[config.mk]
export PLATFORM = sky130hd
export DESIGN_NAME = rgb_keyframe_fade_engine
export DESIGN_NICKNAME = d
export VERILOG_FILES = /design/src/sv/rkf_pkg.sv /design/src/sv/rkf_ram.sv /design/src/sv/rkf_fade_unit.sv /design/src/sv/rgb_keyframe_fade_engine.sv
export SDC_FILE = /design/constraint.sdc
export NUM_CORES = 1
export LEC_CHECK = 0
export BUFFER_PORTS_ARGS = -buffer_cell sky130_fd_sc_hd__buf_2
export CORE_MARGIN = 1.5
export CORE_UTILIZATION = 50
export DETAILED_ROUTE_END_ITERATION = 8
export PLACE_DENSITY_LB_ADDON = 0.25
export SYNTH_ARGS = -nofsm -noshare
export SYNTH_HDL_FRONTEND = slang
export SYNTH_HIERARCHICAL = 1
export SYNTH_SLANG_ARGS = --single-unit
[constraint.sdc]
create_clock -name clk -period 4.5 [get_ports clk]
set_input_delay 0 -clock clk [delete_from_list [all_inputs] [get_ports clk]]
set_output_delay 0 -clock clk [all_outputs]
set_load 0.01 [all_outputs]
[src/sv/rkf_pkg.sv]
package rkf_pkg;

	localparam int COUNT_W = 3;
	localparam int COLOR_W = 24;
	localparam int CH_W = 8;
	localparam int NUM_CH = 3;
	localparam int TIME_W = 32;
	localparam int KF_W = 56;
	localparam int DUR_LSB = 24;
	localparam int SEG_OUT_W = 2;
	localparam int PROD_W = CH_W + TIME_W;
	localparam int MAX_KEYFRAMES_DEF = 4;

	localparam int ADDR_W = 6;
	localparam int REG_SHIFT = 3;
	localparam int REG_IDX_W = ADDR_W - REG_SHIFT;
	localparam int APB_DATA_W = 64;

	localparam int IN_DATA_W = 32;
	localparam int OUT_DATA_W = 32;

	localparam logic [REG_IDX_W-1:0] REG_COUNT = 3'd0;
	localparam logic [REG_IDX_W-1:0] REG_BASE = 3'd1;
	localparam logic [REG_IDX_W-1:0] REG_KF0 = 3'd2;

	typedef struct packed {
		logic start;
		logic [CH_W-1:0] a;
		logic [CH_W-1:0] b;
	} rkf_fade_req_t;

	typedef struct packed {
		logic done;
		logic [CH_W-1:0] color;
	} rkf_fade_rsp_t;

endpackage

[src/sv/rkf_ram.sv]
module rkf_ram #(
	parameter int WIDTH = 8,
	parameter int DEPTH = 4
) (
	input  logic                     clk,
	input  logic                     we,
	input  logic [$clog2(DEPTH)-1:0] waddr,
	input  logic [WIDTH-1:0]         wdata,
	input  logic [$clog2(DEPTH)-1:0] raddr_a,
	output logic [WIDTH-1:0]         rdata_a,
	input  logic [$clog2(DEPTH)-1:0] raddr_b,
	output logic [WIDTH-1:0]         rdata_b
);

	logic [WIDTH-1:0] mem_q [DEPTH];

	always_ff @(posedge clk) begin
		if (we) begin
			mem_q[waddr] <= wdata;
		end
		rdata_a <= mem_q[raddr_a];
		rdata_b <= mem_q[raddr_b];
	end

endmodule

[src/sv/rkf_fade_unit.sv]
module rkf_fade_unit import rkf_pkg::*; (
	input  logic              clk,
	input  logic              arst_n,
	input  rkf_fade_req_t     req,
	input  logic [TIME_W-1:0] dt,
	input  logic [TIME_W-1:0] dur,
	output rkf_fade_rsp_t     rsp
);

	localparam int STEP_W = $clog2(CH_W);
	localparam logic [STEP_W-1:0] STEP_LAST = STEP_W'(CH_W - 1);

	typedef enum logic [1:0] {
		U_IDLE,
		U_MUL,
		U_ADJ,
		U_DIV
	} ustate_t;

	ustate_t state_q;
	logic [STEP_W-1:0] step_q;
	logic done_q;
	logic [CH_W-1:0] color_q;

	logic neg_q;
	logic [CH_W-1:0] a_q;
	logic [CH_W-1:0] diff_q;
	logic [PROD_W-1:0] acc_q;
	logic [TIME_W-1:0] rem_q;
	logic [CH_W-1:0] quo_q;

	logic [CH_W-1:0] diff_in;
	logic [PROD_W-1:0] acc_next;
	logic [PROD_W-1:0] adj;
	logic [TIME_W:0] trial;
	logic ge;
	logic [TIME_W:0] trial_sub;
	logic [TIME_W-1:0] rem_next;
	logic [CH_W-1:0] quo_next;
	logic [CH_W-1:0] result;
	logic done_next;

	assign diff_in = (req.b >= req.a) ? req.b - req.a : req.a - req.b;
	assign acc_next = {acc_q[PROD_W-2:0], 1'b0}
		+ (diff_q[CH_W-1] ? {{CH_W{1'b0}}, dt} : {PROD_W{1'b0}});
	assign adj = acc_q + (neg_q ? {{CH_W{1'b0}}, dur - TIME_W'(1)} : {PROD_W{1'b0}});
	assign trial = {rem_q, quo_q[CH_W-1]};
	assign ge = trial >= {1'b0, dur};
	assign trial_sub = trial - {1'b0, dur};
	assign rem_next = ge ? trial_sub[TIME_W-1:0] : trial[TIME_W-1:0];
	assign quo_next = {quo_q[CH_W-2:0], ge};
	assign result = neg_q ? a_q - quo_next : a_q + quo_next;
	assign done_next = (state_q == U_IDLE && req.start && dur == '0)
		|| (state_q == U_DIV && step_q == STEP_LAST);

	assign rsp.done = done_q;
	assign rsp.color = color_q;

	always_ff @(posedge clk or negedge arst_n) begin
		if (!arst_n) begin
			state_q <= U_IDLE;
			step_q <= '0;
			done_q <= 1'b0;
			color_q <= '0;
		end else begin
			done_q <= done_next;
			case (state_q)
				U_IDLE: begin
					step_q <= '0;
					if (req.start) begin
						if (dur == '0) begin
							color_q <= req.b;
						end else begin
							state_q <= U_MUL;
						end
					end
				end
				U_MUL: begin
					step_q <= step_q + STEP_W'(1);
					if (step_q == STEP_LAST) begin
						state_q <= U_ADJ;
					end
				end
				U_ADJ: begin
					step_q <= '0;
					state_q <= U_DIV;
				end
				U_DIV: begin
					step_q <= step_q + STEP_W'(1);
					if (step_q == STEP_LAST) begin
						color_q <= result;
						state_q <= U_IDLE;
					end
				end
				default: begin
					state_q <= U_IDLE;
				end
			endcase
		end
	end

	always_ff @(posedge clk) begin
		case (state_q)
			U_IDLE: begin
				a_q <= req.a;
				neg_q <= req.b < req.a;
				diff_q <= diff_in;
				acc_q <= '0;
			end
			U_MUL: begin
				acc_q <= acc_next;
				diff_q <= {diff_q[CH_W-2:0], 1'b0};
			end
			U_ADJ: begin
				rem_q <= adj[PROD_W-1:CH_W];
				quo_q <= adj[CH_W-1:0];
			end
			U_DIV: begin
				rem_q <= rem_next;
				quo_q <= quo_next;
			end
			default: begin
				acc_q <= acc_q;
			end
		endcase
	end

endmodule

[src/sv/rgb_keyframe_fade_engine.sv]
// RGB keyframe fade engine.
// Input stream: one request per time stamp, now_ms in s_tdata[31:0].
// Output stream: one color per request; m_tdata carries red [7:0], green [15:8],
// blue [23:16] and the starting keyframe index [25:24].
// Configuration goes through the APB port at byte address 8*i: keyframe count,
// base color, then one 56-bit word per keyframe (duration in bits 55..24,
// color in bits 23..0). Write configuration only while the engine is idle.
// One request is in work at a time. With two or more keyframes a request
// passes from acceptance to the result register through the keyframe reads
// and segment update, then each of three channels in the shared bit-serial
// multiply/divide unit (issue, 8 multiply steps, 1 rounding step, 8 quotient
// steps, handoff), then the result load; a channel with zero duration goes
// from issue straight to handoff. With fewer than two keyframes the held
// color goes straight to the result load. The next request is taken the
// cycle after the result loads.
// The result register lets the next request be accepted while a color waits;
// a stalled receiver holds the engine in its final state until taken.
// Reset clears the count, base color, segment and time reference, marks all
// keyframe words unwritten (they read as zero) and empties the result register.
module rgb_keyframe_fade_engine import rkf_pkg::*; #(
	parameter int MAX_KEYFRAMES = MAX_KEYFRAMES_DEF
) (
	input  logic                  clk,
	input  logic                  arst_n,
	input  logic                  s_tvalid,
	output logic                  s_tready,
	input  logic [IN_DATA_W-1:0]  s_tdata,   // now_ms [31:0]
	output logic                  m_tvalid,
	input  logic                  m_tready,
	output logic [OUT_DATA_W-1:0] m_tdata,   // red, green, blue, segment_index, zero pad
	input  logic                  psel,
	input  logic                  penable,
	input  logic                  pwrite,
	input  logic [ADDR_W-1:0]     paddr,
	input  logic [APB_DATA_W-1:0] pwdata,
	output logic [APB_DATA_W-1:0] prdata,
	output logic                  pready
);

	localparam int KF_AW = $clog2(MAX_KEYFRAMES);
	localparam int SEG_W = KF_AW;
	localparam logic [COUNT_W-1:0] N_MAX = COUNT_W'(MAX_KEYFRAMES);
	localparam logic [1:0] CH_LAST = 2'(NUM_CH - 1);

	typedef enum logic [3:0] {
		S_IDLE,
		S_RD_CUR,
		S_CHK,
		S_RD_A,
		S_RD_B,
		S_LD_B,
		S_CH_GO,
		S_CH_WAIT,
		S_FIN
	} state_t;

	state_t state_q;
	logic m_valid_q;
	logic [COLOR_W-1:0] out_color_q;
	logic [SEG_W-1:0] out_seg_q;

	logic [COUNT_W-1:0] count_q;
	logic [COLOR_W-1:0] base_q;
	logic [MAX_KEYFRAMES-1:0] kf_valid_q;
	logic [SEG_W-1:0] seg_q;
	logic [TIME_W-1:0] tref_q;
	logic [COLOR_W-1:0] last_color_q;

	logic [TIME_W-1:0] now_q;
	logic [TIME_W-1:0] dt_q;
	logic [TIME_W-1:0] dur_q;
	logic [COLOR_W-1:0] ca_q;
	logic [COLOR_W-1:0] cb_q;
	logic [COLOR_W-1:0] color_acc_q;
	logic [1:0] ch_q;

	logic [REG_IDX_W-1:0] rd_idx_q;
	logic rd_kf_q;
	logic vb_q;

	logic wr_en;
	logic [REG_IDX_W-1:0] reg_idx;
	logic [REG_IDX_W-1:0] kf_off;
	logic kf_hit;
	logic [KF_AW-1:0] kf_addr;
	logic [KF_W-1:0] rdata_a;
	logic [KF_W-1:0] rdata_b;
	logic [KF_W-1:0] kf_b;
	logic [KF_AW-1:0] raddr_b;

	logic [COUNT_W-1:0] n_sat;
	logic [COUNT_W-1:0] seg_inc;
	logic [SEG_W-1:0] seg_next;
	logic [SEG_W-1:0] seg_fix;
	logic [TIME_W-1:0] dt_full;
	logic [TIME_W-1:0] dur_c;
	logic adv;
	logic in_acc;
	logic out_free;

	rkf_fade_req_t req;
	rkf_fade_rsp_t rsp;

	assign pready = 1'b1;
	assign wr_en = psel && penable && pwrite && pready;
	assign reg_idx = paddr[ADDR_W-1:REG_SHIFT];
	assign kf_off = reg_idx - REG_KF0;
	assign kf_hit = (reg_idx >= REG_KF0) && (kf_off < REG_IDX_W'(MAX_KEYFRAMES));
	assign kf_addr = kf_off[KF_AW-1:0];

	assign n_sat = (count_q > N_MAX) ? N_MAX : count_q;
	assign seg_inc = COUNT_W'(seg_q) + COUNT_W'(1);
	assign seg_next = (seg_inc >= n_sat) ? '0 : seg_inc[SEG_W-1:0];
	assign seg_fix = (COUNT_W'(seg_q) >= n_sat) ? '0 : seg_q;

	assign kf_b = vb_q ? rdata_b : '0;
	assign raddr_b = (state_q == S_RD_B) ? seg_next : seg_q;
	assign dt_full = now_q - tref_q;
	assign dur_c = kf_b[KF_W-1:DUR_LSB];
	assign adv = dt_full > dur_c;

	assign s_tready = (state_q == S_IDLE);
	assign in_acc = s_tvalid && s_tready;
	assign out_free = !m_valid_q || m_tready;

	assign m_tvalid = m_valid_q;
	assign m_tdata = OUT_DATA_W'({SEG_OUT_W'(out_seg_q), out_color_q[CH_W-1:0],
		out_color_q[2*CH_W-1:CH_W], out_color_q[COLOR_W-1:2*CH_W]});

	assign req.start = (state_q == S_CH_GO);
	assign req.a = ca_q[COLOR_W-1:COLOR_W-CH_W];
	assign req.b = cb_q[COLOR_W-1:COLOR_W-CH_W];

	rkf_ram #(
		.WIDTH(KF_W),
		.DEPTH(MAX_KEYFRAMES)
	) u_kf_ram (
		.clk(clk),
		.we(wr_en && kf_hit),
		.waddr(kf_addr),
		.wdata(pwdata[KF_W-1:0]),
		.raddr_a(kf_addr),
		.rdata_a(rdata_a),
		.raddr_b(raddr_b),
		.rdata_b(rdata_b)
	);

	rkf_fade_unit u_fade (
		.clk(clk),
		.arst_n(arst_n),
		.req(req),
		.dt(dt_q),
		.dur(dur_q),
		.rsp(rsp)
	);

	always_ff @(posedge clk or negedge arst_n) begin
		if (!arst_n) begin
			count_q <= '0;
			base_q <= '0;
			kf_valid_q <= '0;
			rd_idx_q <= REG_COUNT;
			rd_kf_q <= 1'b0;
			vb_q <= 1'b0;
		end else begin
			rd_idx_q <= reg_idx;
			rd_kf_q <= kf_hit && kf_valid_q[kf_addr];
			vb_q <= kf_valid_q[raddr_b];
			if (wr_en) begin
				case (reg_idx)
					REG_COUNT: count_q <= pwdata[COUNT_W-1:0];
					REG_BASE: base_q <= pwdata[COLOR_W-1:0];
					default: begin
						if (kf_hit) begin
							kf_valid_q[kf_addr] <= 1'b1;
						end
					end
				endcase
			end
		end
	end

	always_comb begin
		case (rd_idx_q)
			REG_COUNT: prdata = APB_DATA_W'(count_q);
			REG_BASE: prdata = APB_DATA_W'(base_q);
			default: prdata = rd_kf_q ? APB_DATA_W'(rdata_a) : '0;
		endcase
	end

	always_ff @(posedge clk or negedge arst_n) begin
		if (!arst_n) begin
			seg_q <= '0;
			tref_q <= '0;
			last_color_q <= '0;
		end else begin
			if (in_acc && n_sat >= COUNT_W'(2)) begin
				seg_q <= seg_fix;
			end else if (state_q == S_CHK && adv) begin
				seg_q <= seg_next;
				tref_q <= now_q;
			end
			if (wr_en && reg_idx == REG_BASE) begin
				last_color_q <= pwdata[COLOR_W-1:0];
			end else if (state_q == S_FIN && out_free) begin
				last_color_q <= color_acc_q;
			end
		end
	end

	always_ff @(posedge clk) begin
		case (state_q)
			S_IDLE: begin
				now_q <= s_tdata[TIME_W-1:0];
				color_acc_q <= last_color_q;
			end
			S_CHK: begin
				dt_q <= adv ? TIME_W'(1) : dt_full;
			end
			S_RD_B: begin
				ca_q <= kf_b[COLOR_W-1:0];
				dur_q <= dur_c;
			end
			S_LD_B: begin
				cb_q <= kf_b[COLOR_W-1:0];
			end
			S_CH_WAIT: begin
				if (rsp.done) begin
					color_acc_q <= {color_acc_q[COLOR_W-CH_W-1:0], rsp.color};
					ca_q <= {ca_q[COLOR_W-CH_W-1:0], {CH_W{1'b0}}};
					cb_q <= {cb_q[COLOR_W-CH_W-1:0], {CH_W{1'b0}}};
				end
			end
			default: begin
				now_q <= now_q;
			end
		endcase
	end

	always_ff @(posedge clk or negedge arst_n) begin
		if (!arst_n) begin
			state_q <= S_IDLE;
			ch_q <= '0;
			m_valid_q <= 1'b0;
			out_color_q <= '0;
			out_seg_q <= '0;
		end else begin
			if (state_q == S_FIN && out_free) begin
				m_valid_q <= 1'b1;
			end else if (m_tready) begin
				m_valid_q <= 1'b0;
			end
			case (state_q)
				S_IDLE: begin
					if (in_acc) begin
						state_q <= (n_sat >= COUNT_W'(2)) ? S_RD_CUR : S_FIN;
					end
				end
				S_RD_CUR: state_q <= S_CHK;
				S_CHK: state_q <= S_RD_A;
				S_RD_A: state_q <= S_RD_B;
				S_RD_B: state_q <= S_LD_B;
				S_LD_B: begin
					ch_q <= '0;
					state_q <= S_CH_GO;
				end
				S_CH_GO: state_q <= S_CH_WAIT;
				S_CH_WAIT: begin
					if (rsp.done) begin
						ch_q <= ch_q + 2'd1;
						state_q <= (ch_q == CH_LAST) ? S_FIN : S_CH_GO;
					end
				end
				S_FIN: begin
					if (out_free) begin
						out_color_q <= color_acc_q;
						out_seg_q <= seg_q;
						state_q <= S_IDLE;
					end
				end
				default: state_q <= S_IDLE;
			endcase
		end
	end

	a_accept_busy: assert property (@(posedge clk) disable iff (!arst_n)
		s_tvalid && s_tready |=> state_q != S_IDLE)
		else $error("accepted request left the engine idle");

	a_done_waited: assert property (@(posedge clk) disable iff (!arst_n)
		rsp.done |-> state_q == S_CH_WAIT)
		else $error("channel result arrived with no channel pending");

	a_tref_update: assert property (@(posedge clk) disable iff (!arst_n)
		tref_q != $past(tref_q) |-> $past(state_q == S_CHK))
		else $error("time reference moved outside the segment check");

	a_out_load: assert property (@(posedge clk) disable iff (!arst_n)
		$rose(m_tvalid) |-> $past(state_q == S_FIN))
		else $error("result register loaded outside the final state");

endmodule
[Word-level counts from Yosys, hierarchy flattened]
Memories as Yosys holds them, arrays and structs flattened. A register that Yosys moved wholly into a read port is not among the register bits.
Cells that the tools add are included.
Word-level totals
  bits in registers: 406
  bits in writable memories: 224
  bits of input ports: 109
  output and inout bits: 99
  logic and storage cells: 184
  memories: 1
Cells by class
  $add $sub $neg: 13
  $lt $le $gt $ge: 13
  equal/unequal tests: 24
  multiplexer cells: 54
  bitwise logic cells: 3
  reductions and logical operators: 46
Memories
  u_kf_ram.mem_q: words 4, width 56, read ports 2, clocked after memory_dff 2, write ports 1, line rkf_ram.sv:15  | logic [WIDTH-1:0] mem_q [DEPTH];
Operator list (count)
  24-bit one-hot mux with 2 select lines: 3
  24-bit 2-to-1 mux: 5
  56-bit 2-to-1 mux: 2
  56-bit one-hot mux with 2 select lines: 1
  32-bit 2-to-1 mux: 3
  40-bit adder: 2
  40-bit one-hot mux with 2 select lines: 1
  32-bit one-hot mux with 2 select lines: 1
  32-bit subtractor: 2
  8-bit one-hot mux with 2 select lines: 3
  8-bit 2-to-1 mux: 5
  4-bit one-hot mux with 9 select lines: 1
  33-bit by 32-bit >= comparator with 1-bit output: 1
  32-bit > comparator: 1
  32-bit logical NOT: 1
  32-bit by 1-bit subtractor with 32-bit output (second input constant): 1
  8-bit subtractor: 3
  2-bit 2-to-1 mux: 10
  4-bit 2-to-1 mux: 5
  2-bit nonzero test: 9
  4-bit by 3-bit == test with 1-bit output (second input constant): 4
  2-bit AND reduction: 8
  1-bit logical AND: 14
  2-bit inequality test (second input constant): 5
  39 further kinds: 62

[Depth between registers and ports, before layout]
  word-level depth: 7
  gate-level depth with buffers: 25
  depth with buffers taken out: 22

[Cells and area by module]
The synthesis kept the hierarchy.
By module, submodules not included
  rgb_keyframe_fade_engine: times used 1, cells each 1239, area an instance 14731.6 um^2, seq. area each 8222.9 um^2
  rkf_ram: times used 1, cells each 476, area an instance 11777.5 um^2, seq. area each 8968.6 um^2
  rkf_fade_unit: times used 1, cells each 1390, area an instance 11772.5 um^2, seq. area each 3263.1 um^2

[Worst setup path after synthesis]
OpenSTA, ideal clock, no wires.
  path type: input port to flip-flop
  start: input port paddr[4]
  end: memory u_kf_ram/mem_q[0][0] (netlist name) (enable)
  setup time: 0.551 ns
  arrival time: 4.717 ns
  data required time: 3.949 ns
  path slack: -0.769 ns
  cell stages on the path: 5
  path buffers: 0
  cells stage by stage: inv_1 -> ha_1 -> inv_1 -> nor2_1 -> nor3b_1
On the way
  word-level cells in the longest chain between the ends: 6
  elaborated cells between the ends (all ways): 7
  those cells by class: add/sub (1); order compare (2); mux (2); reduce/logical (2)
RTL lines
  start, declared: line rgb_keyframe_fade_engine.sv:34  | input logic [ADDR_W-1:0] paddr,
  3-bit by 2-bit subtractor with 3-bit output: line rgb_keyframe_fade_engine.sv:107  | assign kf_off = reg_idx - REG_KF0;
  3-bit less-than comparator: line rgb_keyframe_fade_engine.sv:108  | assign kf_hit = (reg_idx >= REG_KF0) && (kf_off < REG_IDX_W'(MAX_KEYFRAMES));
  1-bit logical AND: line rgb_keyframe_fade_engine.sv:108
  1-bit logical AND: line rgb_keyframe_fade_engine.sv:139  | .we(wr_en && kf_hit),
  1-bit 2-to-1 mux: line rkf_ram.sv:18  | if (we) begin
  1-bit 2-to-1 mux (not written as such): line rkf_ram.sv:19  | mem_q[waddr] <= wdata;
  end, declared: line rkf_ram.sv:15
Parallel ways exist; a longest one is shown, timed or not.

[Worst setup path after layout]
  start: register now_q[0]
  end: register tref_q[22]
On the way
  word-level cells in the longest chain between the ends: 4
RTL lines
  start, declared: line rgb_keyframe_fade_engine.sv:69  | logic [TIME_W-1:0] now_q;
  start signal, assigned: line rgb_keyframe_fade_engine.sv:214  | now_q <= s_tdata[TIME_W-1:0];
  start signal, assigned: line rgb_keyframe_fade_engine.sv:235  | now_q <= now_q;
  32-bit subtractor: line rgb_keyframe_fade_engine.sv:118  | assign dt_full = now_q - tref_q;
  named net dt_full[26]: line rgb_keyframe_fade_engine.sv:95  | logic [TIME_W-1:0] dt_full;
  32-bit > comparator: line rgb_keyframe_fade_engine.sv:120  | assign adv = dt_full > dur_c;
  1-bit logical AND: line rgb_keyframe_fade_engine.sv:199  | end else if (state_q == S_CHK && adv) begin
  2-bit AND reduction (no line)
  end signal, assigned: line rgb_keyframe_fade_engine.sv:201  | tref_q <= now_q;
  end, declared: line rgb_keyframe_fade_engine.sv:66  | logic [TIME_W-1:0] tref_q;
The timed path passes the listed nets, and every way through them passes these cells.
A chain may end at the register's enable or synchronous reset.

==> reports/qor.log <==
qor: sta.post-route-min-period 4.44 ns
qor: clock_tree.cts_inserted_buffers 79
qor: floorplan.io_pins 208
qor: grt.grt_pass1_wl 152000 um
qor: detailed_routing.postRouteWirelength 99800 um
qor: worst_setup_path.critical_path_required 5.01 ns
qor: clock_tree.clock_tree_from_tritoncts done
qor: worst_hold_path.hold_path_class input port to async pin
qor: synthesis.synthArstFlopShare 19.0%
qor: sta.hold_ws 0.0478 ns
qor: synthesis.synthesis.area_per_instance 12.3 sq um
qor: worst_setup_path.rr_endpoint tref_q[22]
qor: synthesis.syn-instance-count 3105
qor: detailed_routing.drc 0
qor: worst_setup_path.crit_type register to register
qor: synthesis.synth_adder_area_share 6.80%
qor: detailed_routing.firstDrtPassIters 6
qor: synthesis.post-synth-top-area-fraction 38.4%
qor: synthesis.yosysUniqueCellTypes 105
qor: worst_setup_path.critical_path_peak_fanout 8
qor: grt.number_of_antenna_violations_at_the_first_check_in_global_routing 5
qor: detailed_routing.detail_route.iter0.violations 2260
qor: sta.count_of_pins_over_their_slew_limit 0
qor: synthesis.yosysTopAreaCell sky130_fd_sc_hd__edfxtp_1
qor: synthesis.synth-main-ff-cell sky130_fd_sc_hd__edfxtp_1
qor: placed_design.gp_congestion 0.912
qor: clock_tree.worst_skew_pair_latency 0.63 ns
qor: cells_and_area.layout.nets 3824
qor: synthesis.yosys.area_share.xor_xnor 3.34%
qor: sta.worst_pin_slew 1.15 ns
qor: grt.globalRoute.totalOverflow 0
qor: clock_tree.cts-root-buf sky130_fd_sc_hd__clkbuf_16
qor: worst_setup_path.cp-end-kind register
qor: synthesis.synthesis.area 0.0383 sq mm
qor: run.drv.max_cap_violation_count 0
qor: synthesis.sequential_area_share_after_synthesis 53.4%
qor: worst_setup_path.worst-endpoint-arrival 4.96 ns
qor: outcome.outcome complete, no violations
qor: floorplan.number_of_rows_created_at_floorplan 101
qor: synthesis.fraction_of_the_mapped_netlist_area_in_compound_gates 10.9%
qor: pwr.design_power_total 35.0 mW
qor: worst_setup_path.crit-reg2reg-launch now_q[0]
qor: floorplan.die-area 0.0782 sq mm
qor: detailed_routing.via_per_instance_ratio 5.84
qor: sta.max-slew-margin-rel 23.0%
qor: synthesis.yosysWarningCount 6
qor: clock_tree.clock_h_tree_levels 3
qor: floorplan.die_wd 280 um
qor: worst_setup_path.cp-start-kind register
qor: sta.final_min_period_over_clock_period 98.8%
qor: clock_tree.cts_num_sinks 742
qor: cells_and_area.layout.cells.most_common sky130_fd_sc_hd__edfxtp_1
qor: worst_setup_path.worstSetupEndpoint tref_q[22]
qor: synthesis.synthMuxAreaShare 11.5%
qor: worst_setup_path.ff_to_ff_path_depth 19
qor: pwr.ir_drop 0.471 mV
qor: synthesis.number_of_flops_mapped_to_enable_cells_by_yosys 489
qor: sta.final_hold_viol_count 0
qor: pwr.power.static_leakage 18.7 nW
qor: grt.maximum_number_of_pins_on_one_net_before_global_route_repair 101
qor: clock_tree.worst_setup_hold_path_clk_slew 0.06 ns
qor: detailed_routing.ant_nets 0
qor: placed_design.port_buffer_cells 181
qor: synthesis.ys_top_cells_by_area sky130_fd_sc_hd__edfxtp_1 38%, sky130_fd_sc_hd__dfrtp_1 9.2%, sky130_fd_sc_hd__mux4_2 6.6%
qor: grt.grt_usage 25.1%
qor: worst_setup_path.rrSetupSlack 0.06 ns
qor: clock_tree.ctsLongestPathBuffers 3
qor: floorplan.fp.coreArea 0.0758 sq mm
qor: synthesis.ys_ff_latch 742
qor: cells_and_area.fraction_of_final_layout_cells_sized_beyond_drive_strength_1 22.6%
qor: detailed_routing.vias 26600
qor: detailed_routing.drt-wirelength-per-cell 21.9 um
qor: placed_design.detailed_place_hpwl 70700 um
qor: pwr.power-per-cell-area 776 mW/mm^2
qor: floorplan.starting_density 50.5%
qor: cells_and_area.layout_area_overhead 17.8%
qor: sta.setup_repair_after_global_routing_missed_its_margin yes
qor: cells_and_area.most_used_cells_in_the_layout_excluding_fill_and_tap_cells 489 x sky130_fd_sc_hd__edfxtp_1, 248 x sky130_fd_sc_hd__nand2_1, 194 x sky130_fd_sc_hd__a21oi_1
qor: worst_setup_path.setup.worst_path.start now_q[0]
qor: sta.max_freq 225 MHz
qor: sta.report.final.setup_viol 0
qor: synthesis.dominant_combinational_cell_family_by_area_after_synthesis multiplexers
qor: floorplan.dieHeight 280 um
qor: grt.grt_pass1_vias 26600
qor: sta.worst_skew 0.0281 ns
qor: synthesis.synth_simple_gate_area_share 10.3%
## power by group
| group | switching (mW) | internal [mW] |
|---|---|---|
| clock | 2.80 | 3.82 |
| sequential | 1.11 | 9.71 |
| combinational | 9.87 | 7.67 |
| total | 13.8 | 21.2 |
## kinds of logic (layout without fill, tap and decap cells)
family | count (synthesis) | in the layout
buf+inv | 296 | 755
flops | 742 | 742
compound gates | 642 | 642
other cells | 2 | 17
simple gates | 799 | 800
xor+xnor | 146 | 146
mux | 274 | 274
fa+ha+maj | 204 | 204
## stage by stage
step	setup slack (ns)	cell area (sq um)	cells	util (%)	setup TNS [ns]
2_1_floorplan	0.292	38300	3118	-	0
3_3_place_gp	0.0844	40700	4279	53.7	0
3_5_place_dp	-0.0325	40700	4279	53.7	-0.469
4_1_cts	0.000291	44400	4524	58.5	0
5_1_grt	-0.0896	45100	4557	59.5	-1.96
6_report	0.0562	45100	4558	59.5	0
## worst min-delay path by stage
stage	from	cells after the start	slack [ns]	endpoint
2_1_floorplan	arst_n	0	-0.30	base_q[0]
3_3_place_gp	paddr[5]	1	0.15	rd_idx_q[2]
3_5_place_dp	paddr[5]	1	0.15	rd_idx_q[2]
4_1_cts	s_tdata[28]	2	0.06	now_q[28]
5_1_grt	s_tdata[28]	2	0.08	now_q[28]
6_report	arst_n	2	0.05	base_q[20]
## area by class of cell
class | count | area (sq um)
antenna | 2 | 5.00
multi-input combinational | 2081 | 17000
inverter | 170 | 641
timing repair buffer | 437 | 3150
fill | 6062 | 30700
clock buffer | 98 | 2140
sequential | 742 | 20500
tap | 978 | 1220
clock inverter | 50 | 518
## layer usage
| layer | global-route usage (%) | up-vias | share of wire, % |
|---|---|---|---|
| li1 | - | 12300 | - |
| met1 | 36.1 | 13300 | 45 |
| met2 | 39.9 | 910 | 47 |
| met3 | 3.94 | 125 | 6.9 |
| met4 | 6.26 | 2 | 1.9 |
| met5 | 0 | - | 0.020 |
## worst max-delay path, stage by stage (launching register included)
cell,delay (ns)
sky130_fd_sc_hd__edfxtp_1,0.38
sky130_fd_sc_hd__inv_2,0.06
sky130_fd_sc_hd__ha_4,0.16
sky130_fd_sc_hd__fa_2,0.42
sky130_fd_sc_hd__nor2b_4,0.17
sky130_fd_sc_hd__o2111ai_4,0.13
sky130_fd_sc_hd__nand3b_1,0.14
sky130_fd_sc_hd__a21o_1,0.21
sky130_fd_sc_hd__a21oi_2,0.09
sky130_fd_sc_hd__o31ai_2,0.30
sky130_fd_sc_hd__xor2_1,0.20
sky130_fd_sc_hd__ha_1,0.27
sky130_fd_sc_hd__nand4_1,0.21
sky130_fd_sc_hd__nor3_2,0.07
sky130_fd_sc_hd__a221o_1,0.30
sky130_fd_sc_hd__o31a_1,0.33
sky130_fd_sc_hd__a31o_4,0.26
sky130_fd_sc_hd__nand2_8,0.16
sky130_fd_sc_hd__clkbuf_16,0.18
sky130_fd_sc_hd__mux2_4,0.29
## flip-flops by register name, indices dropped and copies added, names as in the netlist, 32 cells and up
signal            count
u_fade/acc_q         40
now_q                32
dur_q                32
u_kf_ram/rdata_b     56
tref_q               32
u_kf_ram/rdata_a     56
u_fade/rem_q         32
u_kf_ram/mem_q      224
dt_q                 32
## cells in the mapped netlist, types with 28 or more instances
cell	count
sky130_fd_sc_hd__ha_1	197
sky130_fd_sc_hd__nor3_1	34
sky130_fd_sc_hd__dfrtp_1	141
sky130_fd_sc_hd__nand2_1	253
sky130_fd_sc_hd__nand4_1	32
sky130_fd_sc_hd__and3_1	47
sky130_fd_sc_hd__o21ai_0	116
sky130_fd_sc_hd__nand2b_1	30
sky130_fd_sc_hd__mux2_2	61
sky130_fd_sc_hd__nand3_1	59
sky130_fd_sc_hd__edfxtp_1	489
sky130_fd_sc_hd__nor2_1	163
sky130_fd_sc_hd__mux4_2	113
sky130_fd_sc_hd__dfxtp_1	112
sky130_fd_sc_hd__o21ai_1	28
sky130_fd_sc_hd__a21o_1	63
sky130_fd_sc_hd__a21oi_1	203
sky130_fd_sc_hd__a22o_1	56
sky130_fd_sc_hd__clkbuf_1	65
sky130_fd_sc_hd__mux2i_1	65
sky130_fd_sc_hd__xnor2_1	94
sky130_fd_sc_hd__and2_1	93
sky130_fd_sc_hd__mux2_4	29
sky130_fd_sc_hd__inv_1	167
sky130_fd_sc_hd__xor2_1	52
## repair_timing
action                                  in CTS  in global routing
pin swaps                                    0                 31
hold buffers                                97                  0
setup buffers                                0                 29
endpoints found under the hold margin      418                  0
resized for setup                            5                101
cloned                                       0                  3
endpoints found under the setup margin      32                 85
(Power assumes the default switching activity.)
